[src/rtl/core/rkc_ram.sv]
// Generic RAM: one write port, two read ports, registered read data.
`default_nettype none

module rkc_ram #(
    parameter int WIDTH = 8,
    parameter int DEPTH = 16
) (
    input  wire logic                     clk,
    input  wire logic                     we,
    input  wire logic [$clog2(DEPTH)-1:0] waddr,
    input  wire logic [WIDTH-1:0]         wdata,
    input  wire logic [$clog2(DEPTH)-1:0] raddr_a,
    output logic      [WIDTH-1:0]         rdata_a,
    input  wire logic [$clog2(DEPTH)-1:0] raddr_b,
    output logic      [WIDTH-1:0]         rdata_b
);

    logic [WIDTH-1:0] mem [DEPTH];

    always_ff @(posedge clk)
    begin
        if (we)
        begin
            mem[waddr] <= wdata;
        end
        rdata_a <= mem[raddr_a];
        rdata_b <= mem[raddr_b];
    end

endmodule

`default_nettype wire

[config.mk]
export PLATFORM = sky130hd
export DESIGN_NAME = rkc_ram
export DESIGN_NICKNAME = d
export VERILOG_FILES = /design/src/rtl/core/rkc_ram.sv
export SDC_FILE = /design/constraint.sdc
export NUM_CORES = 1
export LEC_CHECK = 0
export BUFFER_PORTS_ARGS = -buffer_cell sky130_fd_sc_hd__buf_4
export CAP_MARGIN = 5
export CORE_MARGIN = 4
export CORE_UTILIZATION = 55
export DETAILED_ROUTE_END_ITERATION = 10
export GPL_TIMING_DRIVEN = 0
export HOLD_SLACK_MARGIN = 0.06
export PLACE_DENSITY = 0.71
export SETUP_SLACK_MARGIN = 0.2
export SYNTH_ARGS = -nofsm -noshare
export SYNTH_HDL_FRONTEND = slang
export SYNTH_SLANG_ARGS = --single-unit
[constraint.sdc]
create_clock -name clk -period 2.2 [get_ports clk]
set_input_delay 0.22 -clock clk [delete_from_list [all_inputs] [get_ports clk]]
set_output_delay 0.22 -clock clk [all_outputs]
set_load 0.1 [all_outputs]
==> results of run 1 <==
## cell families (layout without fill, tap and decap cells)
group | after synthesis | in the layout | synth area share
compound gates | 32 | 32 | 0.0379
buf+inv | 20 | 90 | 0.0272
flops | 144 | 144 | 0.656
simple gates | 47 | 47 | 0.0343
mux | 64 | 64 | 0.244
## per-layer routing
metal / vias to the layer above / wire, µm / track usage / share of wire
met1: 1777 / 5640 / 0.309 / 0.39
met3: 32 / 1150 / 0.0595 / 0.080
met4: 0 / 364 / 0.104 / 0.025
li1: 1461 / - / - / -
met2: 196 / 7150 / 0.376 / 0.50
met5: - / 0 / 0 / 0
## worst paths after layout
kind,endpoint,slack (ps)
worst max-delay path,mem[2][3],580
worst min-delay path,mem[11][4],110
worst max register to register,rdata_a[0],740
worst min register to register,rdata_a[4],710
## worst max-delay path, delay by kind of cell
| family | cells | cell delay, ps |
|---|---|---|
| buf+inv | 1 | 120 |
| simple gates | 2 | 1310 |
## flip-flops by register name, summed over array words and instances (netlist names)
signal / cells
mem: 128
rdata_a: 8
rdata_b: 8
## through the flow
step	util	std cells	power, mW	area [µm²]	setup slack (ps)
after floorplan	-	307	3.67	6350	487
after global placement	0.612	482	3.88	6780	-329
after detailed placement	0.614	484	3.90	6800	145
after CTS	0.670	516	6.85	7420	595
after global routing	0.670	517	7.04	7430	552
final	0.670	517	6.82	7430	582
## final cells by class
class                           instances  area [µm²]  area share
Sequential cell                       144        4160       0.561
Clock inverter                         12         165      0.0222
Multi-Input combinational cell        143        2010       0.271
Clock buffer                           20         457      0.0615
Timing Repair Buffer                   38         278      0.0374
Tap cell                              140         175      0.0236
Buffer                                 20         173      0.0233
## placed cells by master, fill, tap and decap left out
master           netlist  layout
bufinv_16              0       4
mux4_1                28      28
clkbuf_1               0       1
mux4_4                 2       2
clkbuf_8               0       2
clkbuf_16              0      17
nand3b_1               2       2
or3b_2                 1       1
buf_2                  6       9
nor2b_1                2       2
nand3_1                1       1
edfxtp_1             128     128
buf_6                  6       6
nor3_2                 0       1
clkdlybuf4s25_2        6       6
buf_4                  2      37
clkinv_2               0       6
nor2_1                14      14
nand2b_1               2       2
clkinvlp_4             0       2
dfxtp_1               16      16
nor3_1                 4       3
and2b_1                2       2
nand2_1               17      17
a22oi_1               32      32
mux4_2                34      34
and2_1                 2       2
## power groups by stage
stage | sequential (mW) | combinational, mW | clock, mW
floorplan | 3.39 | 0.276 | 0
global placement | 3.14 | 0.742 | 0
detailed placement | 3.15 | 0.751 | 0
CTS | 3.09 | 0.751 | 3.01
global route | 3.10 | 0.779 | 3.16
finish | 3.09 | 0.750 | 2.97
==> parameters.txt, run 1 <==
Parameter                              Value

Synthesis
  Area contributors post-synth    edfxtp_1, mux4_2, mux4_1, dfxtp_1, a22oi_1
  Post-synthesis async set-or-reset flop share    0
  Total number of yosys warnings    0
  Mean cell area of the mapped netlist    slightly above 20 µm²
  Post-Syn Instances    307
  Area leader, netlist    edfxtp_1
  Combined area of all synthesized cells    roughly 0.0063 mm²
  Most used DFF post-synth    edfxtp_1
  Synth cell types    20
  Top cell type's share of synthesized area    0.606
  Post-synthesis register bit count    about 140
  Sequential-to-total area share from yosys stat    0.656
  Most numerous cell in the Yosys netlist    edfxtp_1
  Top cells by instance count after synthesis    edfxtp_1, mux4_2, a22oi_1
  Net Count, Synth    329
  Number of enable flip-flop cells after synthesis    approximately 130

Clock network
  Clock root cell    clkbuf_16
  Number of CTS-inserted buffers    17
  Quantity of gates resized following cts    0
  Total number of H-tree levels    4
  Clock Tree Buf Depth    2
  Clock latency reported for the late side of the worst-skew pair    approximately 420 ps
  Clock edge transition at the registers on the reported setup and hold paths    60 ps
  TritonCTS clock tree    yes
  Quantity of hold-fixing buffers added after cts    0
  Number of clock sinks    144
  Post-CTS Setup Bufs    0

Worst hold path
  Cell depth of the worst hold path    1
  Worst hold path class    input pin to flip-flop
  Beginning of the worst hold path    wdata[4]

Placement
  Count of buffers inserted at the top-level ports    35
  Last weighted congestion value of the routability-driven placer    roughly 0.8
  Post-DP HPWL    9600 µm

Power and ir drop
  Share of power burned in combinational logic    0.110
  Highest ir drop seen on vdd    around 0.72 mV
  Part of the total power dissipated in sequential elements    0.454
  Internal power    5.25 mW
  Cell area power density    918 mW/mm²
  Power spent charging and discharging nets    between 1.5 and 2 mW
  Total leakage power    between 2 and 3 nW
  Switching share of power    0.229
  Clock network fraction of total power    0.436

Worst setup path
  Crit Path Max Fanout    8
  Capturing element type of the critical path    flip-flop
  Number of cells on the worst reg-to-reg path    3
  Critical path startpoint category    input pin
  Required time reported for the critical path endpoint    ~2200 ps
  Critical path launch point    waddr[2]
  Largest incremental delay on the critical path    around 790 ps
  Crit path max-delay cell type    nor2_1
  Data arrival time of the worst path    between 1500 and 2000 ps
  Start-to-end type of the worst setup path    input pin to flip-flop
  Ordered list of cells on the worst path    buf_4, or3b_2, nor2_1
  Launching point of the worst reg2reg path    mem[10][0]

STA
  Setup repair after global routing missed its margin    no
  Worst hold slack    about 110 ps
  Number of max-slew violations in the final report    0
  Fin. Hold Viols    0
  Fin Clk Skew    ~6 ps
  Slew Limit Headroom    0.315
  Min cycle time layout    1620 ps
  Highest clock frequency the design can meet    just over 0.6 GHz
  Worst-Margin Slew    ~1000 ps
  Final setup violation count    0
  Setup_tns    0 ps
  Tcrit/Tclk final    0.735

Floorplan
  Effective utilization at floorplan    0.573
  Total number of placement rows    38
  Die X    between 100 and 150 µm
  Die Span Y    roughly 120 µm
  I/O pin cnt    38
  Placeable Area    0.0111 mm²
  Overall die area    around 0.013 mm²

Routing
  DRC viols    0
  DRC violation total after the first TritonRoute iteration    369
  Routed via count    3466
  Antenna violation net count after detailed routing    0
  Average wire length per cell after detail routing    ~28 µm
  Count of TritonRoute iterations in the first routing pass    5
  Vias per cell    between 6 and 7
  Overall routed net length    between 10000 and 15000 µm

Job
  Number of max-cap violations    0

Cells and area
  Share of layout cells above drive strength 1    0.337
  Final-layout fill cell count    719
  Number of antenna cells inserted    0
  Area growth syn-to-layout    17.0%
  Final-stage net count    386

Global routing
  Wire length of the first global-routing pass    between 20000 and 25000 µm
  Initial antenna violation count    0
  GRT Total Usage    0.235
  Global route total overflow    0
  Largest net degree at the start of global routing    17
  Via count of the first global-routing pass    roughly 3600

Status
  Run status    finished, final reports clean
Power figures use the tool's default switching activity.
==> run 2, diff against run 1 <==
--- a/config.mk
+++ b/config.mk
@@ -12,7 +12,7 @@
 export DETAILED_ROUTE_END_ITERATION = 10
 export GPL_TIMING_DRIVEN = 0
 export HOLD_SLACK_MARGIN = 0.06
-export PLACE_DENSITY = 0.71
+export PLACE_DENSITY = 0.74
 export SETUP_SLACK_MARGIN = 0.2
 export SYNTH_ARGS = -nofsm -noshare
 export SYNTH_HDL_FRONTEND = slang
==> constraint.sdc (replaced) <==
create_clock -name clk -period 1.3 [get_ports clk]
set_input_delay 0.13 -clock clk [delete_from_list [all_inputs] [get_ports clk]]
set_output_delay 0.13 -clock clk [all_outputs]
set_load 0.1 [all_outputs]
==> run 2 against run 1 <==
  * The flow now finishes with violations (negative setup slack)
  * Cell count rose by 1.2%
  * Worst hold slack improved by 48 ps
  * Die area did not move
  * Clock-buffer cell count did not move
  * Power rose by 68%
  * Combinational power rose by 110%
  * Critical path depth did not move
  * Critical endpoint is now rdata_a[0]
  * Highest routed layer unchanged
==> parameters.txt, run 2 (same netlist as run 1, synthesis figures left out) <==
Parameter                              Value

STA
  Highest clock frequency the design can meet    between 0.7 and 0.8 GHz
  Setup_tns    -459 ps (was 0 ps)
  Fin Clk Skew    8.53 ps (was 5.93 ps)
  Number of max-slew violations in the final report    0 (unchanged)
  Final critical-path setup slack    -125 ps (was 582 ps)
  Setup repair after global routing missed its margin    yes (was no)
  Min cycle time layout    1420 ps
  Slew Limit Headroom    0.273 (was 0.315)
  Final setup violation count    10 (was 0)
  Worst-Margin Slew    1090 ps (was 1020 ps)
  Tcrit/Tclk final    1.10
  Fin. Hold Viols    0 (unchanged)

Worst setup path
  Crit Path Max Fanout    2 (was 8)
  Crit path max-delay cell type    mux4_4 (was nor2_1)
  Capturing element type of the critical path    flip-flop (unchanged)
  Data arrival time of the worst path    1720 ps (was 1660 ps)
  Largest incremental delay on the critical path    620 ps (was 790 ps)
  Start-to-end type of the worst setup path    flip-flop to flip-flop (was input pin to flip-flop)
  Ordered list of cells on the worst path    mux4_4, a22oi_2, nand2_1 (was buf_4, or3b_2, nor2_1)
  Required time reported for the critical path endpoint    1600 ps (was 2240 ps)
  Kind of cell with the highest combined delay on the critical path    multiplexers (was simple AND/OR/NAND/NOR gates)
  Number of buffers and inverters on the critical path    0 (was 1)
  Critical path startpoint category    flip-flop (was input pin)

Cells and area
  Regs by FF count    mem (128), rdata_a (8), rdata_b (8) (unchanged)
  Highest-count cells in the layout ignoring fill and taps    edfxtp_1, mux4_2, buf_12, buf_4 (was edfxtp_1, buf_4, mux4_2, a22oi_1, mux4_1)
  Most frequent standard cell in the layout excluding fill and tap cells    edfxtp_1 (unchanged)
  Utilization of the core after routing    0.704 (was 0.670)
  Final-stage net count    392 (was 386)
  Number of antenna cells inserted    0 (unchanged)
  Largest Register    mem (unchanged)
  Area growth syn-to-layout    22.9% (was 17.0%)
  Number of flip-flops in the largest register    128 (unchanged)
  Share of layout cells above drive strength 1    0.501 (was 0.337)
  Post-route non-filler standard cell count    523 (was 517)

Routing
  Vias per cell    6.68 (was 6.70)
  Count of TritonRoute iterations in the first routing pass    5 (unchanged)
  DRC viols    0 (unchanged)
  Overall routed net length    15000 µm (was 14300 µm)
  DRC violation total after the first TritonRoute iteration    335 (was 369)
  Average wire length per cell after detail routing    28.7 µm (was 27.7 µm)
  Antenna violation net count after detailed routing    0 (unchanged)
  Routed via count    3495 (was 3466)

Power and ir drop
  Internal power    8.62 mW (was 5.25 mW)
  Total leakage power    2.57 nW (was 2.59 nW)
  Clock network fraction of total power    0.403 (was 0.436)
  Power spent charging and discharging nets    2.81 mW (was 1.56 mW)
  Share of power burned in combinational logic    0.135 (was 0.110)
  Part of the total power dissipated in sequential elements    0.462 (was 0.454)
  Switching share of power    0.246 (was 0.229)
  Highest ir drop seen on vdd    1.09 mV (was 0.724 mV)
  Cell area power density    1470 mW/mm² (was 918 mW/mm²)

Placement
  Last weighted congestion value of the routability-driven placer    0.833 (was 0.787)
  Total instance count after detailed placement    482 (was 484)
  Count of buffers inserted at the top-level ports    35 (unchanged)
  Post-DP HPWL    9370 µm (was 9600 µm)

Floorplan
  Total number of placement rows    38 (unchanged)
  Die Span Y    115 µm (unchanged)
  I/O pin cnt    38 (unchanged)
  Overall die area    0.0133 mm² (unchanged)
  Die X    115 µm (unchanged)
  Placeable Area    0.0111 mm² (unchanged)
  Effective utilization at floorplan    0.573 (unchanged)

Clock network
  Number of CTS-inserted buffers    17 (unchanged)
  Clock edge transition at the registers on the reported setup and hold paths    60 ps (about the same)
  Clock latency reported for the late side of the worst-skew pair    430 ps (was 420 ps)
  Clock Tree Buf Depth    2 (unchanged)
  Total number of H-tree levels    4 (unchanged)
  Number of clock sinks    144 (unchanged)
  TritonCTS clock tree    yes (unchanged)
  Clock root cell    clkbuf_16 (unchanged)

Global routing
  Via count of the first global-routing pass    3818 (was 3604)
  Wire length of the first global-routing pass    22500 µm (was 21500 µm)
  Initial antenna violation count    0 (unchanged)
  Largest net degree at the start of global routing    17 (unchanged)
  GRT Total Usage    0.247 (was 0.235)
  Global route total overflow    0 (unchanged)

Worst hold path
  Worst hold path class    input pin to flip-flop (unchanged)

Status
  Violated checks    negative setup slack
  Run status    complete, but fails checks (was finished, final reports clean)

Job
  Number of max-cap violations    0 (unchanged)
## run 2: timing repair
action                                  4_1_cts  5_1_grt
pin swaps                                     5        3
hold endpoints to repair                    128        0
hold buffers                                  8        0
buffers inserted                              1        0
cloned                                        0        0
endpoints found under the setup margin      130       24
gates resized for setup                      84        8
## run 2: layer usage
layer / part of all wire / track usage
met2: 0.52 / 0.399
met5: 0 / 0
met3: 0.088 / 0.0768
met1: 0.37 / 0.318
met4: 0.025 / 0.0939
## run 2: path summary, 6_finish.rpt
| kind | start | end | slack, ps | depth (start not counted) |
|---|---|---|---|---|
| setup reg to reg | mem[0][0] | rdata_a[0] | -120 | 3 |
| hold / removal | raddr_a[1] | rdata_a[7] | 150 | 4 |
| setup / recovery | mem[0][0] | rdata_a[0] | -120 | 3 |
| hold reg to reg | mem[6][4] | rdata_b[4] | 700 | 3 |
## run 2: final cells by class
cell class                 instances  area, µm²
buffer                            20        240
clock buffer                      20        437
clock inverter                    12        119
fill                             664       3280
multi-input combinational        143       2080
sequential                       144       4180
tap                              140        175
timing repair buffer              44        563
## run 2: power by group through the flow
| stage | Combinational (mW) | Sequential (mW) | Clock (mW) |
|---|---|---|---|
| after detailed placement | 1.33 | 5.32 | 0 |
| after floorplan | 0.520 | 5.74 | 0 |
| after global routing | 1.60 | 5.29 | 4.84 |
| after global placement | 1.31 | 5.31 | 0 |
| final | 1.55 | 5.28 | 4.61 |
| after CTS | 1.54 | 5.27 | 4.63 |
## run 2: metrics by stage
step / setup slack, ps / hold slack [ps] / instance area (µm²) / total power, mW
after CTS: -84.1 / 139 / 7770 / 11.4
after floorplan: 16.5 / 229 / 6370 / 6.26
after global routing: -144 / 154 / 7800 / 11.7
final: -125 / 155 / 7800 / 11.4
after global placement: -394 / 434 / 6810 / 6.63
after detailed placement: -399 / 438 / 6810 / 6.65
## run 2: worst reg2reg max path: cells and delay by family, from the launching register on
family           cells  cell delay, ps
AO/OA/AOI/OAI        1             200
flip-flops           1             400
multiplexers         1             620
AND/OR/NAND/NOR      1              90
==> run 3, diff against run 2 <==
--- a/config.mk
+++ b/config.mk
@@ -10,9 +10,11 @@
 export CORE_MARGIN = 4
 export CORE_UTILIZATION = 55
 export DETAILED_ROUTE_END_ITERATION = 10
+export GPL_ROUTABILITY_DRIVEN = 0
 export GPL_TIMING_DRIVEN = 0
 export HOLD_SLACK_MARGIN = 0.06
 export PLACE_DENSITY = 0.74
+export RECOVER_POWER = 50
 export SETUP_SLACK_MARGIN = 0.2
 export SYNTH_ARGS = -nofsm -noshare
 export SYNTH_HDL_FRONTEND = slang
==> run 3 against run 2 <==
  * The run still ends with negative setup slack left
  * Power about the same
  * Clock skew is 2.0 ps lower
  * Design area fell by 0.79%
  * Sequential share of layout area is 0.42 points higher
  * First-iteration DRC count fell by 1.5%
  * Critical endpoint unchanged
  * Highest routed layer unchanged
  * Register-to-register slack about the same
==> parameters.txt, run 3 (same netlist as run 1, synthesis figures left out) <==
Parameter                              Value

Clock network
  Number of CTS-inserted buffers    17 (unchanged)
  TritonCTS clock tree    yes (unchanged)
  Clock Tree Buf Depth    2 (unchanged)
  Total number of H-tree levels    4 (unchanged)
  Clock edge transition at the registers on the reported setup and hold paths    60 ps (about the same)
  Clock latency reported for the late side of the worst-skew pair    420 ps (was 430 ps)
  Number of clock sinks    144 (unchanged)
  Clock root cell    clkbuf_16 (unchanged)

Routing
  Antenna violation net count after detailed routing    0 (unchanged)
  DRC violation total after the first TritonRoute iteration    330 (was 335)
  Vias per cell    6.67 (was 6.68)
  Count of TritonRoute iterations in the first routing pass    5 (unchanged)
  DRC viols    0 (unchanged)
  Overall routed net length    15000 µm (about the same)
  Average wire length per cell after detail routing    28.6 µm (was 28.7 µm)
  Routed via count    3491 (was 3495)

Cells and area
  Largest Register    mem (unchanged)
  Most frequent standard cell in the layout excluding fill and tap cells    edfxtp_1 (unchanged)
  Share of layout cells above drive strength 1    0.473 (was 0.501)
  Final-stage net count    392 (unchanged)
  Area growth syn-to-layout    21.9% (was 22.9%)
  Post-route non-filler standard cell count    523 (unchanged)
  Area of the multi-input gates    0.00206 mm² (was 0.00208 mm²)
  Final-layout fill cell count    679 (was 664)
  Reg area    0.00418 mm² (unchanged)
  Regs by FF count    mem (128), rdata_a (8), rdata_b (8) (unchanged)
  Utilization of the core after routing    0.698 (was 0.704)
  Number of flip-flops in the largest register    128 (unchanged)
  Highest-count cells in the layout ignoring fill and taps    edfxtp_1, mux4_2, buf_12, a22oi_1, clkbuf_16 (was edfxtp_1, mux4_2, buf_12, buf_4)
  Number of antenna cells inserted    0 (unchanged)

Global routing
  Largest net degree at the start of global routing    17 (unchanged)
  Global route total overflow    0 (unchanged)
  Initial antenna violation count    0 (unchanged)
  GRT Total Usage    0.247 (unchanged)
  Wire length of the first global-routing pass    22500 µm (unchanged)
  Via count of the first global-routing pass    3818 (unchanged)

Status
  Violated checks    negative setup slack (unchanged)
  Run status    complete, but fails checks (unchanged)

Floorplan
  Total number of placement rows    38 (unchanged)
  Effective utilization at floorplan    0.573 (unchanged)
  Die Span Y    115 µm (unchanged)
  I/O pin cnt    38 (unchanged)
  Overall die area    0.0133 mm² (unchanged)
  Placeable Area    0.0111 mm² (unchanged)
  Die X    115 µm (unchanged)

Power and ir drop
  Part of the total power dissipated in sequential elements    0.463 (was 0.462)
  Internal power    8.61 mW (was 8.62 mW)
  Post-layout power    11.4 mW (about the same)
  Switching share of power    0.246 (about the same)
  Power spent charging and discharging nets    2.81 mW (about the same)
  Cell area power density    1480 mW/mm² (was 1470 mW/mm²)
  Total leakage power    2.53 nW (was 2.57 nW)
  Highest ir drop seen on vdd    1.10 mV (was 1.09 mV)
  Clock network fraction of total power    0.404 (was 0.403)
  Share of power burned in combinational logic    0.134 (was 0.135)

STA
  Worst-Margin Slew    1050 ps (was 1090 ps)
  Final setup violation count    11 (was 10)
  Fin. Hold Viols    0 (unchanged)
  Final critical-path setup slack    -127 ps (was -125 ps)
  Tcrit/Tclk final    1.10 (about the same)
  Slew Limit Headroom    0.297 (was 0.273)
  Setup repair after global routing missed its margin    yes (unchanged)
  Min cycle time layout    1430 ps (was 1420 ps)
  Fin Clk Skew    6.48 ps (was 8.53 ps)
  Number of max-slew violations in the final report    0 (unchanged)
  Highest clock frequency the design can meet    0.701 GHz (was 0.702 GHz)
  Worst hold slack    149 ps (was 155 ps)

Worst setup path
  Number of cells on the worst reg-to-reg path    3 (unchanged)
  Start-to-end type of the worst setup path    flip-flop to flip-flop (unchanged)
  Critical path startpoint category    flip-flop (unchanged)
  Capturing element type of the critical path    flip-flop (unchanged)
  Crit Path Max Fanout    2 (unchanged)
  Critical path launch point    mem[0][0] (unchanged)
  Launching point of the worst reg2reg path    mem[0][0] (unchanged)
  Data arrival time of the worst path    1730 ps (was 1720 ps)
  Required time reported for the critical path endpoint    1600 ps (about the same)

Placement
  Total instance count after detailed placement    482 (unchanged)
  Count of buffers inserted at the top-level ports    35 (unchanged)
  Post-DP HPWL    9370 µm (unchanged)

Job
  Number of max-cap violations    0 (unchanged)

Worst hold path
  Worst hold path class    input pin to flip-flop (unchanged)
  Beginning of the worst hold path    raddr_a[1] (unchanged)
  Cell depth of the worst hold path    4 (unchanged)
-- run 3: cell types whose count changed in the layout (fill, tap and decap cells not counted) --
cell	change
buf_4	-9
clkbuf_1	+9
buf_12	-1
clkdlybuf4s15_2	+1
nor2_2	+1
nor2_4	-1
nor3_1	+1
nor3_4	-1
or3b_1	+1
or3b_4	-1
-- run 3: critical path, cell delays in order, from the launching register on --
cell,delay [ps]
edfxtp_1,410
mux4_4,620
a22oi_2,190
nand2_1,90
-- run 3: metrics by stage --
step                      setup slack [ps]  instance area [µm²]  setup TNS [ps]
after floorplan                       16.5                 6370               0
after global placement                -394                 6810          -35030
after detailed placement              -399                 6810          -36370
after CTS                            -84.1                 7770            -412
after global routing                  -144                 7740            -977
final                                 -127                 7740            -502
-- run 3: layout make-up --
| class | count | share of cell area |
|---|---|---|
| tap | 140 | 0.0226 |
| multi-input combinational | 143 | 0.267 |
| timing repair buffer | 44 | 0.0673 |
| sequential | 144 | 0.541 |
| clock buffer | 20 | 0.0564 |
| clock inverter | 12 | 0.0154 |
| buffer | 20 | 0.0310 |
-- run 3: path summary, 6_finish.rpt --
| kind | end | slack, ps |
|---|---|---|
| worst max-delay path | rdata_a[0] | -130 |
| worst min-delay path | rdata_a[7] | 150 |
| worst max register to register | rdata_a[0] | -130 |
| worst min register to register | rdata_b[4] | 700 |
-- run 3: timing repair --
item	in CTS	in global routing
hold buffers	8	0
buffers inserted	1	0
pin swaps	5	3
resized for setup	84	8
setup endpoints to repair	130	24
hold endpoints to repair	128	0
-- run 3: power by group through the flow --
stage | logic [mW] | clock network (mW) | registers (mW)
after global routing | 1.58 | 4.84 | 5.29
final | 1.53 | 4.61 | 5.28
after global placement | 1.31 | 0 | 5.31
after CTS | 1.54 | 4.63 | 5.27
after detailed placement | 1.33 | 0 | 5.32
after floorplan | 0.520 | 0 | 5.74
-- run 3: layer usage --
metal  track usage  wire length (µm)  share of wire  up-vias
li1              -                 -              -     1448
met1         0.318              5590           0.37     1813
met2         0.399              7750           0.52      202
met3        0.0768              1260          0.084       28
met4        0.0939               357          0.024        0
met5             0                 0              0        -
