`src/rtl/core/rkc_pkg.sv`:
```
// Shared types, constants and state encoding for the RGB 5x5 convolution unit.
`default_nettype none

package rkc_pkg;

    localparam int DEF_MAX_WIDTH   = 1024;
    localparam int DEF_KERNEL_SIZE = 5;

    localparam int PIX_W      = 24;
    localparam int CH_W       = 8;
    localparam int ROW_SLOTS  = 4;
    localparam int WIN        = 5;
    localparam int WIN_IDX_W  = 3;
    localparam int ROW_W      = 12;
    localparam int HEIGHT_W   = 13;
    localparam int IMG_W_W    = 11;
    localparam int CFG_DATA_W = 64;
    localparam int CFG_IDX_W  = 3;
    localparam int TAP_IDX_W  = 5;
    localparam int ACC_W      = 22;
    localparam int TOT_W      = 14;
    localparam int NUM_W      = 24;
    localparam int DEN_W      = 16;
    localparam int MIN_DIM    = 5;
    localparam int MAX_HEIGHT = 4096;

    localparam logic [CFG_IDX_W-1:0] REG_KERNEL_0 = 3'd0;
    localparam logic [CFG_IDX_W-1:0] REG_KERNEL_1 = 3'd1;
    localparam logic [CFG_IDX_W-1:0] REG_KERNEL_2 = 3'd2;
    localparam logic [CFG_IDX_W-1:0] REG_KERNEL_3 = 3'd3;
    localparam logic [CFG_IDX_W-1:0] REG_WIDTH    = 3'd4;
    localparam logic [CFG_IDX_W-1:0] REG_HEIGHT   = 3'd5;

    localparam logic [63:0]         KERNEL_1_RESET = 64'h0000_0001_0000_0000;
    localparam logic [IMG_W_W-1:0]  WIDTH_RESET    = 11'd640;
    localparam logic [HEIGHT_W-1:0] HEIGHT_RESET   = 13'd480;

    localparam logic MODE_FLUSH = 1'b1;

    typedef struct packed {
        logic            mode;
        logic [CH_W-1:0] red_in;
        logic [CH_W-1:0] green_in;
        logic [CH_W-1:0] blue_in;
    } pix_in_t;

    typedef struct packed {
        logic [CH_W-1:0] red_out;
        logic [CH_W-1:0] green_out;
        logic [CH_W-1:0] blue_out;
        logic            frame_last;
    } pix_out_t;

    typedef enum logic [2:0] {
        ST_IDLE,
        ST_READ,
        ST_MAC,
        ST_NORM,
        ST_DIV,
        ST_OUT
    } rkc_state_t;

endpackage

`default_nettype wire

```
`src/rtl/core/rkc_div.sv`:
```
// Iterative floor divider with clamp to 0..255, one quotient bit per cycle.
`default_nettype none

module rkc_div (
    input  wire logic                              clk,
    input  wire logic                              rst_n,
    input  wire logic                              start,
    input  wire logic signed [rkc_pkg::NUM_W-1:0]  num,
    input  wire logic signed [rkc_pkg::DEN_W-1:0]  den,
    output logic                                   done,
    output logic             [rkc_pkg::CH_W-1:0]   result
);

    import rkc_pkg::*;

    localparam int CNT_W = $clog2(NUM_W + 1);

    logic                    busy_reg, busy_next;
    logic [CNT_W-1:0]        cnt_reg, cnt_next;
    logic                    neg_reg, neg_next;
    logic [NUM_W-1:0]        quo_reg, quo_next;
    logic [DEN_W-1:0]        rem_reg, rem_next;
    logic [DEN_W-1:0]        den_reg, den_next;

    logic signed [NUM_W-1:0] n_s;
    logic signed [DEN_W-1:0] d_s;
    logic [DEN_W-1:0]        rem_sh;

    always_comb
    begin
        busy_next = busy_reg;
        cnt_next  = cnt_reg;
        neg_next  = neg_reg;
        quo_next  = quo_reg;
        rem_next  = rem_reg;
        den_next  = den_reg;
        n_s       = (den < 0) ? -num : num;
        d_s       = (den < 0) ? -den : den;
        rem_sh    = {rem_reg[DEN_W-2:0], quo_reg[NUM_W-1]};
        done      = 1'b0;
        if (start)
        begin
            // floor: negative numerators divide (|n| + d - 1) and are flagged negative
            busy_next = 1'b1;
            cnt_next  = CNT_W'(NUM_W);
            neg_next  = n_s[NUM_W-1];
            quo_next  = n_s[NUM_W-1] ? NUM_W'(-n_s + NUM_W'(d_s) - NUM_W'(1)) : n_s;
            den_next  = d_s;
            rem_next  = '0;
        end
        else if (busy_reg)
        begin
            if (rem_sh >= den_reg)
            begin
                rem_next = rem_sh - den_reg;
                quo_next = {quo_reg[NUM_W-2:0], 1'b1};
            end
            else
            begin
                rem_next = rem_sh;
                quo_next = {quo_reg[NUM_W-2:0], 1'b0};
            end
            cnt_next = cnt_reg - CNT_W'(1);
            if (cnt_reg == CNT_W'(1))
            begin
                busy_next = 1'b0;
                done      = 1'b1;
            end
        end
    end

    // negative quotient clamps to zero
    always_comb
    begin
        if (neg_reg)
        begin
            result = '0;
        end
        else if (quo_next > NUM_W'(255))
        begin
            result = 8'hFF;
        end
        else
        begin
            result = quo_next[CH_W-1:0];
        end
    end

    always_ff @(posedge clk or negedge rst_n)
    begin
        if (!rst_n)
        begin
            busy_reg <= 1'b0;
            cnt_reg  <= '0;
        end
        else
        begin
            busy_reg <= busy_next;
            cnt_reg  <= cnt_next;
        end
    end

    always_ff @(posedge clk)
    begin
        neg_reg <= neg_next;
        quo_reg <= quo_next;
        rem_reg <= rem_next;
        den_reg <= den_next;
    end

endmodule

`default_nettype wire

```
`config.mk`:
```
export PLATFORM = sky130hd
export DESIGN_NAME = rkc_div
export DESIGN_NICKNAME = d
export VERILOG_FILES = /design/src/rtl/core/rkc_pkg.sv /design/src/rtl/core/rkc_div.sv
export SDC_FILE = /design/constraint.sdc
export NUM_CORES = 1
export LEC_CHECK = 0
export BUFFER_PORTS_ARGS = -buffer_cell sky130_fd_sc_hd__buf_2
export CAP_MARGIN = 20
export CORE_ASPECT_RATIO = 1.1
export CORE_UTILIZATION = 68
export CTS_BUF_LIST = sky130_fd_sc_hd__clkbuf_2 sky130_fd_sc_hd__clkbuf_4 sky130_fd_sc_hd__clkbuf_8
export DETAILED_ROUTE_END_ITERATION = 10
export PLACE_DENSITY_LB_ADDON = 0.15
export RECOVER_POWER = 100
export SKIP_LAST_GASP = 1
export SLEW_MARGIN = 0
export SYNTH_ARGS = -nofsm -noshare
export SYNTH_HDL_FRONTEND = slang
export SYNTH_SLANG_ARGS = --single-unit
```
`constraint.sdc`:
```
create_clock -name clk -period 11.9 [get_ports clk]
set_input_delay 1.19 -clock clk [delete_from_list [all_inputs] [get_ports clk]]
set_output_delay 1.19 -clock clk [all_outputs]
set_load 0.02 [all_outputs]
```
==> summary.md, run 1 <==
| Metric | Value |
|---|---|
| Worst-margin pin slew | roughly 2.5 ns |
| H-tree depth | 3 |
| Layout cell share with drive strength beyond 1 | 0.105 |
| Syn Nets | ~820 |
| Worst-Skew Late Latency | 0.34 ns |
| Asr flop ratio synth | 0.0968 |
| Antenna viol nets, final | 0 |
| Post_cts resized | 0 |
| DRC viols | 0 |
| Final Wtd Congestion | around 1.1 |
| Pwr Total | 0.699 mW |
| Crit Path Class | primary input to output pin |
| Fin. Hold Viols | 0 |
| Largest register FFs | 24 |
| Core Area | around 8300 µm² |
| Yosys reg bits | 62 |
| Die H | 99.0 µm |
| Post-synth EDFFs | 17 |
| WL final | about 15000 µm |
| Fin util | 0.747 |
| Post-DR wirelength/cell | 17.1 µm |
| Req. time, crit path | roughly 11 ns |
| Fin. max-slew vios | 140 |
| Post-synth top cells | nand2_1, nor2_1, a21oi_1, o21ai_0, inv_1 |
| Status | complete, but fails checks |
| Startpoint Class | primary input |
| GRT Overall Usage | 0.344 |
| CTS buffer count | 9 |
| Max-cap violation count | 3 |
| Initial antenna violation count | 0 |
| Clk slew on worst S/H paths | roughly 0.070 ns |
| Area growth syn-to-layout | 6.82% |
| Hold-fix buffers, CTS | 0 |
| Setup TNS | 0 ns |
| Endpoints failing setup | 0 |
| Type of the worst min-delay path | flip-flop to flip-flop |
| Vias/cell | 6.35 |
| Vias | 5592 |
| Nets | 848 |
| Violated checks | max-capacitance violations, max-slew violations |
| Pwr per Cell Area | ~110 nW/µm² |
| Congestion Overflow GR | 0 |
| Worst Clk Skew | around 0.010 ns |
| Cell accounting for the most synthesized area | dfxtp_1 |
| Minimum clock period | 9.00 ns |
| Post-synthesis sequential area ratio | 0.248 |
| Die Wd | between 90 and 100 µm |
| Cell variety after synth | 70 |
| Mapped Area | between 5000 and 6000 µm² |
| F_max | between 0.1 and 0.15 GHz |
| Root Driver | clkbuf_8 |
| Critical Path AT | between 7 and 8 ns |
| Hold WS | between 0.4 and 0.5 ns |
| Register Area | 1440 µm² |
| Worst slew margin | -0.674 |
| Post CTS Setup Buffer Count | 0 |
| Number of port buffers | 51 |
| First-pass GRT wire length | between 20000 and 25000 µm |
| Vias in the first global route | between 5000 and 6000 |
| Area contributors post-synth | dfxtp_1, edfxtp_1, ha_1, xnor2_1, xor2_1 |
| CTS tree | yes |
| Die ar. | approximately 9000 µm² |
| Count leader, synth | nand2_1 |
| Synth Instances | ~730 |
| CTS Sinks | 62 |
| CP Capture Type | output pin |
| Max Root-Sink Buffers | 2 |
| Pin count of the biggest net entering global routing | 63 |
| Critical-path cell list | clkbuf_1 > inv_1 > nor2_1 > xnor2_1 > ha_1 > a21o_1 > a21oi_1 > o21bai_1 > maj3_1 > a311oi_1 > o211ai_1 > a31oi_1 > o21ba_2 > mux2_2 > a31oi_1 > nor3_1 > a21oi_1 > clkbuf_1 |
| RSZ-0062 raised after global routing | false |
| Worst R2R Setup Slack | approximately 8.3 ns |
| Final HPWL DP | 11700 µm |
| Total of warnings raised by yosys | 0 |
| First-pass DRT Iterations | 4 |
| Lkg Pwr | between 2 and 3 nW |
| ANT cells | 0 |
| Multi-input gate area | slightly above 4000 µm² |
| Main synth FF type | dfxtp_1 |
| CP Max Fanout | 42 |
| Initial DRC count | approximately 330 |
| Maximum vdd drop | ~0.048 mV |
| Fill count | 679 |
| Fin crit share | 0.756 |
| Initial Util | 0.699 |
| Worst path max stage delay | 1.10 ns |
| Synthesized area per cell | roughly 7.9 µm² |
| CP max stage cell | clkbuf_1 |
| Synth top area share | 0.134 |
| Top Ports | 52 |
| Std cell rows | 35 |
-- per-layer routing --
metal  share of wire  global-route usage
met1            0.41               0.399
met2            0.50               0.631
met3           0.046              0.0401
met4           0.040               0.160
met5               0                   0
-- path summary, 6_finish.rpt --
| kind | from | to | cells after the start |
|---|---|---|---|
| max | den[15] | result[6] | 18 |
| min reg2reg | quo_reg[9]$_DFF_P_ | quo_reg[10]$_DFF_P_ | 2 |
| min | quo_reg[9]$_DFF_P_ | quo_reg[10]$_DFF_P_ | 2 |
| max reg2reg | quo_reg[23]$_DFF_P_ | rem_reg[13]$_SDFFE_PP0P_ | 14 |
| min in group asynchronous | rst_n | busy_reg$_DFF_PN0_ | 1 |
| max in group asynchronous | rst_n | busy_reg$_DFF_PN0_ | 1 |
-- power by group --
part	internal, mW	switching, mW	leakage (nW)	total, mW
clock	0.0759	0.0864	0.0901	0.162
sequential	0.249	0.0179	0.555	0.266
combinational	0.106	0.164	1.93	0.271
total	0.431	0.269	2.57	0.699
-- placed cells by master (no fill, tap or decap), types with 7 or more instances in the layout --
master / Yosys / routed
edfxtp_1: 17 / 17
o41ai_1: 6 / 7
nand3_1: 25 / 25
nor2_1: 55 / 55
clkbuf_8: 0 / 9
xnor2_1: 34 / 34
a21oi_1: 52 / 52
o211ai_1: 17 / 18
inv_1: 45 / 45
a211oi_1: 22 / 21
or4_1: 7 / 8
a21boi_0: 7 / 7
nor3_1: 21 / 21
nand2_1: 58 / 58
nand4_1: 8 / 8
clkbuf_1: 26 / 15
o21ai_0: 52 / 53
ha_1: 39 / 39
o31ai_1: 10 / 10
a21o_1: 12 / 12
buf_2: 2 / 38
xor2_1: 31 / 31
or3_1: 8 / 8
nand2b_1: 8 / 8
mux2_2: 9 / 9
dfxtp_1: 39 / 39
nor4_1: 6 / 7
mux2i_1: 16 / 16
-- worst max-delay path, delay by kind of cell --
kind	cells	cell delay, ns
fa+ha+maj	2	0.77
compound gates	9	3.07
buf+inv	3	1.81
xor+xnor	1	0.22
mux	1	0.33
simple gates	2	0.41
-- metrics by stage --
stage,setup slack (ns),cell area [µm²],instances
CTS,4.26,6290,880
global placement,4.44,6120,864
finish,2.90,6210,880
detailed placement,4.27,6120,864
floorplan,4.91,5820,732
global route,2.51,6210,880
-- kinds of logic (layout without fill, tap and decap cells) --
kind of cell,Yosys count,in the layout,share of synthesized area
buffers and inverters,80,117,0.0520
flip-flops,62,62,0.248
XOR/XNOR,65,65,0.0979
AO/OA/AOI/OAI,230,230,0.267
AND/OR/NAND/NOR,227,227,0.197
multiplexers,25,25,0.0449
adder cells (fa/ha/maj),43,43,0.0942
-- cell type report --
class                      instances  area share
sequential                        62       0.232
timing repair buffer              55      0.0421
clock buffer                       9      0.0199
clock inverter                     7     0.00745
multi-input combinational        590       0.648
tap                              111      0.0223
inverter                          46      0.0278
(Power assumes the default switching activity.)
==> inputs of run 2 (changes only) <==
--- a/config.mk
+++ b/config.mk
@@ -8,7 +8,7 @@
 export BUFFER_PORTS_ARGS = -buffer_cell sky130_fd_sc_hd__buf_2
 export CAP_MARGIN = 20
 export CORE_ASPECT_RATIO = 1.1
-export CORE_UTILIZATION = 68
+export CORE_UTILIZATION = 57
 export CTS_BUF_LIST = sky130_fd_sc_hd__clkbuf_2 sky130_fd_sc_hd__clkbuf_4 sky130_fd_sc_hd__clkbuf_8
 export DETAILED_ROUTE_END_ITERATION = 10
 export PLACE_DENSITY_LB_ADDON = 0.15
==> constraint.sdc (replaced) <==
create_clock -name clk -period 7.45 [get_ports clk]
set_input_delay 0.745 -clock clk [delete_from_list [all_inputs] [get_ports clk]]
set_output_delay 0.745 -clock clk [all_outputs]
set_load 0.02 [all_outputs]
==> run 2 against run 1 <==
The flow still finishes with violations (max-capacitance violations, max-slew violations). Flip-flop and latch count stayed put. Sequential power is 59% higher. Clock power is 130% higher. First-iteration DRC count is 5.8% higher. Final area is 2.0% higher. Critical path type unchanged. Largest power group unchanged.
==> summary.md, run 2 (synthesis gave the netlist of run 1 again) <==
| Metric | Value |
|---|---|
| Critical-path cell list | clkbuf_1 > or4_1 > nor4_2 > nand2_1 > clkinv_1 > ha_1 > a21o_1 > a21oi_1 > o31ai_1 > a22oi_1 > a2bb2oi_1 > o211ai_1 > a31oi_1 > o21ba_2 > mux2_2 > a31oi_4 > nor3_1 > a21oi_1 > clkbuf_1 |
| Clk slew on worst S/H paths | 0.08 ns |
| Critical Path AT | between 6 and 7 ns |
| Crit Path Class | primary input to output pin |
| Post_cts resized | 0 |
| First-pass GRT wire length | between 20000 and 25000 µm |
| Vias/cell | between 6 and 7 |
| Max-cap violation count | 1 |
| DRC viols | 0 |
| Violated checks | max-capacitance violations, max-slew violations |
| H-tree depth | 3 |
| Fin. Hold Viols | 0 |
| Startpoint Class | primary input |
| Most frequent cells in the layout | nand2_1, nor2_1, o21ai_0, a21oi_1, inv_1 |
| CTS Sinks | 62 |
| Congestion Overflow GR | 0 |
| Vias in the first global route | between 5000 and 6000 |
| Internal power | just over 0.8 mW |
| F_max | about 0.14 GHz |
| Commonest non-fill, non-tap cell in the layout | nand2_1 |
| Final HPWL DP | roughly 12000 µm |
| Initial Util | 0.588 |
| CP max stage cell | nor4_2 |
| Clock share of power | 0.302 |
| Fin crit share | 0.941 |
| Max Root-Sink Buffers | 2 |
| Layout Cells excl Fill | 889 |
| Setup TNS | 0 ns |
| ANT cells | 0 |
| CP Max Fanout | 15 |
| CTS buffer count | 9 |
| Number of port buffers | approximately 50 |
| Post-DR wirelength/cell | between 15 and 20 µm |
| Area growth syn-to-layout | 8.92% |
| Core Area | ~10000 µm² |
| Std cell rows | 38 |
| Nets | about 850 |
| CP top delay family | compound AO/OA/AOI/OAI gates |
| Worst Clk Skew | around 0.014 ns |
| Fill count | 892 |
| GRT Overall Usage | 0.294 |
| Pwr per Cell Area | about 190 nW/µm² |
| Die ar. | roughly 11000 µm² |
| Pin count of the biggest net entering global routing | 72 |
| Combinational share of power | 0.353 |
| Req. time, crit path | roughly 6.7 ns |
| Status | complete, but fails checks |
| Net switching power figure | roughly 0.42 mW |
| Worst-margin pin slew | approximately 2.9 ns |
| Initial antenna violation count | 0 |
| Fin. max-slew vios | a little over 70 |
| Layout cell share with drive strength beyond 1 | 0.114 |
| Net Sw Frac | 0.342 |
| Antenna viol nets, final | 0 |
| Hold-fix buffers, CTS | 0 |
| Final Wtd Congestion | slightly above 0.9 |
| RSZ-0062 raised after global routing | false |
| Die H | around 110 µm |
| CP Capture Type | output pin |
| Seq pwr share | 0.346 |
| Worst path max stage delay | about 0.7 ns |
| Lkg Pwr | roughly 2.6 nW |
| Maximum vdd drop | between 0.09 and 0.1 mV |
| CP Buf/Inv Count | 3 |
| Minimum clock period | roughly 7 ns |
| Vias | approximately 5500 |
| Placed insts | 873 |
| Worst slew margin | -0.925 |
| Post-place setup slack | roughly 0.62 ns |
| Die Wd | 98.3 µm |
| Largest register FFs | 24 |
| CTS tree | yes |
| Post CTS Setup Buffer Count | 0 |
| First-pass DRT Iterations | 7 |
| Endpoints failing setup | 0 |
| Root Driver | clkbuf_8 |
| Crit path setup slack, layout | between 0.4 and 0.5 ns |
| Initial DRC count | ~340 |
| WL final | 15200 µm |
| Worst-Skew Late Latency | 0.36 ns |
| Type of the worst min-delay path | primary input to asynchronous set/reset pin |
| Top Ports | between 50 and 60 |
-- run 2: changes by cell type in the layout (fill, tap and decap cells not counted), sizes merged --
cell | previous run | this run
buf | 40 | 42
bufinv | 0 | 3
clkbuf | 24 | 25
clkinvlp | 1 | 0
clkinv | 4 | 2
inv | 48 | 45
-- run 2: worst paths after layout --
check	start	to	slack, ns	depth (start not counted)
max	den[3]	result[7]	0.44	19
min	rst_n	busy_reg$_DFF_PN0_	0.24	1
max reg2reg	quo_reg[23]$_DFF_P_	rem_reg[12]$_SDFFE_PP0P_	3.36	15
min reg2reg	quo_reg[9]$_DFF_P_	quo_reg[10]$_DFF_P_	0.49	2
max in group asynchronous	rst_n	busy_reg$_DFF_PN0_	6.95	1
min in group clk	quo_reg[9]$_DFF_P_	quo_reg[10]$_DFF_P_	0.49	2
-- run 2: cell type report --
cell class	instances	area, µm²	area share
clock buffer	12	153	0.0241
multi-input combinational	590	4060	0.641
timing repair buffer	55	262	0.0413
clock inverter	4	95.1	0.0150
tap	120	150	0.0237
inverter	46	173	0.0272
sequential	62	1440	0.228
-- run 2: layer usage --
layer	share of wire	routed length, µm	track usage	vias up
met5	0	0	0	-
met4	0.038	572	0.149	0
met3	0.043	653	0.0375	45
met2	0.49	7440	0.519	164
met1	0.43	6520	0.353	2562
li1	-	-	-	2761
-- run 2: metrics by stage --
| step | hold WS, ns | area [µm²] | power (mW) | utilization |
|---|---|---|---|---|
| after floorplan | 0.449 | 5820 | 0.743 | - |
| after global placement | 0.473 | 6130 | 0.844 | 0.620 |
| after CTS | 0.194 | 6380 | 1.23 | 0.645 |
| after global routing | 0.265 | 6340 | 1.30 | 0.641 |
| final | 0.242 | 6340 | 1.23 | 0.641 |
| after detailed placement | 0.485 | 6130 | 0.858 | 0.620 |
-- run 2: power groups by stage --
| stage | Combinational, mW | Sequential [mW] | Clock, mW |
|---|---|---|---|
| 2_1_floorplan | 0.322 | 0.421 | 0 |
| 3_3_place_gp | 0.416 | 0.428 | 0 |
| 3_5_place_dp | 0.427 | 0.430 | 0 |
| 4_1_cts | 0.429 | 0.423 | 0.373 |
| 5_1_grt | 0.480 | 0.429 | 0.388 |
| 6_report | 0.432 | 0.424 | 0.370 |
==> inputs of run 3 (changes only) <==
--- a/config.mk
+++ b/config.mk
@@ -8,7 +8,7 @@
 export BUFFER_PORTS_ARGS = -buffer_cell sky130_fd_sc_hd__buf_2
 export CAP_MARGIN = 20
 export CORE_ASPECT_RATIO = 1.1
-export CORE_UTILIZATION = 57
+export CORE_UTILIZATION = 50
 export CTS_BUF_LIST = sky130_fd_sc_hd__clkbuf_2 sky130_fd_sc_hd__clkbuf_4 sky130_fd_sc_hd__clkbuf_8
 export DETAILED_ROUTE_END_ITERATION = 10
 export PLACE_DENSITY_LB_ADDON = 0.15
==> constraint.sdc (replaced) <==
create_clock -name clk -period 7.45 [get_ports clk]
set_input_delay 1.1175 -clock clk [delete_from_list [all_inputs] [get_ports clk]]
set_output_delay 1.1175 -clock clk [all_outputs]
set_load 0.02 [all_outputs]
==> run 3 against run 2 <==
Flip-flop and latch count did not move. Non-clock buffer count rose by 10. The flow still finishes with violations (max-capacitance violations, max-slew violations). Register-to-register slack better by 0.59 ns. Critical path depth increased by 2. Combinational power rose by 2%. Final cell count grew 4.2%. Setup slack got worse by 0.12 ns. Global-route usage fell by 2.1 points.
==> summary.md, run 3 (synthesis gave the netlist of run 1 again) <==
| Metric | Value |
|---|---|
| Post CTS Setup Buffer Count | 0 |
| H-tree depth | 3 |
| CP Buf/Inv Count | 5 |
| Root Driver | clkbuf_8 |
| CTS tree | yes |
| Critical Path AT | about 6 ns |
| Worst Clk Skew | 0.00889 ns |
| Post_cts resized | 0 |
| Nets | around 860 |
| Pwr per Cell Area | 176 nW/µm² |
| Lkg Pwr | about 2.6 nW |
| Top Ports | 52 |
| Endpoints failing setup | 0 |
| Pin count of the biggest net entering global routing | 63 |
| CP top delay family | compound AO/OA/AOI/OAI gates |
| Layout cell share with drive strength beyond 1 | 0.126 |
| Worst-margin pin slew | between 2 and 2.5 ns |
| Worst slew margin | -0.387 |
| Fin. Hold Viols | 0 |
| Worst setup path startpoint | den[0] |
| Worst-Skew Late Latency | between 0.3 and 0.4 ns |
| RSZ-0062 raised after global routing | false |
| CP max stage cell | maj3_1 |
| Grt met1 use | 0.346 |
| Number of port buffers | a little over 50 |
| GRT met3 Usage | 0.0283 |
| Busiest grt layer | met2 |
| Final Wtd Congestion | 0.932 |
| Vias in the first global route | roughly 5300 |
| CTS Sinks | 62 |
| First-pass GRT wire length | 25900 µm |
| Minimum clock period | 7.13 ns |
| Critical Path Stages | 21 |
| Clk slew on worst S/H paths | around 0.070 ns |
| Maximum vdd drop | about 0.088 mV |
| Initial Util | 0.524 |
| GR Util met2 | 0.482 |
| Congestion Overflow GR | 0 |
| Worst path max stage delay | roughly 0.45 ns |
| Final HPWL DP | roughly 13000 µm |
| Core Area | approximately 11000 µm² |
| CP Capture Type | output pin |
| Setup TNS | 0 ns |
| DRC viols | 0 |
| Status | complete, but fails checks |
| Vias | around 5500 |
| Die ar. | between 10000 and 15000 µm² |
| Startpoint Class | primary input |
| Vias/cell | between 5 and 6 |
| Hold-fix buffers, CTS | 0 |
| WL final | approximately 16000 µm |
| Worst R2R End | rem_reg[11]$_SDFFE_PP0P_ |
| Fin. max-slew vios | 98 |
| Violated checks | max-capacitance violations, max-slew violations |
| First-pass DRT Iterations | 6 |
| Initial DRC count | 380 |
| Pwr Total | ~1.1 mW |
| CP Max Fanout | 9 |
| F_max | 0.140 GHz |
| Worst R2R Setup Slack | roughly 4 ns |
| Critical-path cell list | buf_2 > inv_1 > ha_1 > inv_1 > nand2_1 > xnor2_1 > ha_1 > a21o_1 > a21oi_1 > o21bai_1 > maj3_1 > a311oi_2 > clkbuf_1 > o211ai_2 > a31oi_1 > o21ba_2 > mux2_2 > a31oi_4 > nor3_1 > a21oi_1 > clkbuf_1 |
| Antenna viol nets, final | 0 |
| CTS buffer count | 9 |
| Crit Path Class | primary input to output pin |
| Die Wd | ~100 µm |
| Commonest non-fill, non-tap cell in the layout | nand2_1 |
| Area growth syn-to-layout | 9.40% |
| Largest register FFs | 24 |
| Req. time, crit path | 6.33 ns |
| Die H | roughly 120 µm |
| Most frequent cells in the layout | nand2_1, nor2_1, o21ai_0, a21oi_1, inv_1 |
| GRT Overall Usage | 0.273 |
| Type of the worst min-delay path | flip-flop to flip-flop |
| Post-DR wirelength/cell | 17.2 µm |
| Max Root-Sink Buffers | 2 |
| Reg2Reg Depth | 15 |
| Max-cap violation count | 2 |
| Reg2Reg Launch Point | quo_reg[23]$_DFF_P_ |
| Setup crit end | result[1] |
| Initial antenna violation count | 0 |
| Std cell rows | 40 |
| Fin crit share | 0.957 |
| ANT cells | 0 |
run 3: changes by cell type in the layout (fill, tap and decap cells not counted), sizes merged:
cell and change:
buf +8, bufinv -3, clkinv +3, clkinvlp +1
inv +1
run 3: final cells by class:
cell class,instances,area [µm²]
Clock buffer,10,131
Clock inverter,6,37.5
Fill cell,1092,4750
Inverter,46,173
Multi-Input combinational cell,590,4060
Sequential cell,62,1440
Tap cell,147,184
Timing Repair Buffer,65,338
run 3: layer usage:
layer / routed length [µm] / vias up / share of wire
li1: - / 2781 / -
met1: 7220 / 2554 / 0.45
met2: 7730 / 128 / 0.49
met3: 593 / 27 / 0.037
met4: 373 / 0 / 0.023
met5: 0 / - / 0
run 3: per-stage QoR:
stage	hold slack [ns]	utilization	worst slack (ns)	area (µm²)	std cells
after floorplan	0.457	-	0.608	5820	732
after global placement	0.473	0.561	0.522	6240	910
after detailed placement	0.488	0.561	0.444	6240	910
after CTS	0.497	0.577	0.442	6410	926
after global routing	0.516	0.573	0.0737	6360	926
final	0.507	0.573	0.324	6360	926
run 3: worst min-delay path, delay by kind of cell (launching register included):
| family | cells | cell delay [ns] |
|---|---|---|
| flops | 1 | 0.33 |
| simple gates | 1 | 0.08 |
| compound gates | 1 | 0.05 |
run 3: power by group:
part / total (mW) / switching, mW / internal (mW)
clock: 0.258 / 0.135 / 0.123
combinational: 0.442 / 0.268 / 0.175
sequential: 0.423 / 0.0256 / 0.397
total: 1.12 / 0.429 / 0.694
run 3: worst min path at each step:
stage | cells past startpoint | end | slack [ns] | from
after floorplan | 2 | quo_reg[10]$_DFF_P_ | 0.46 | quo_reg[9]$_DFF_P_
after global placement | 2 | quo_reg[10]$_DFF_P_ | 0.47 | quo_reg[9]$_DFF_P_
after detailed placement | 2 | quo_reg[10]$_DFF_P_ | 0.49 | quo_reg[9]$_DFF_P_
after CTS | 2 | quo_reg[10]$_DFF_P_ | 0.50 | quo_reg[9]$_DFF_P_
after global routing | 2 | rem_reg[13]$_SDFFE_PP0P_ | 0.52 | rem_reg[12]$_SDFFE_PP0P_
final | 2 | rem_reg[3]$_SDFFE_PP0P_ | 0.51 | rem_reg[3]$_SDFFE_PP0P_
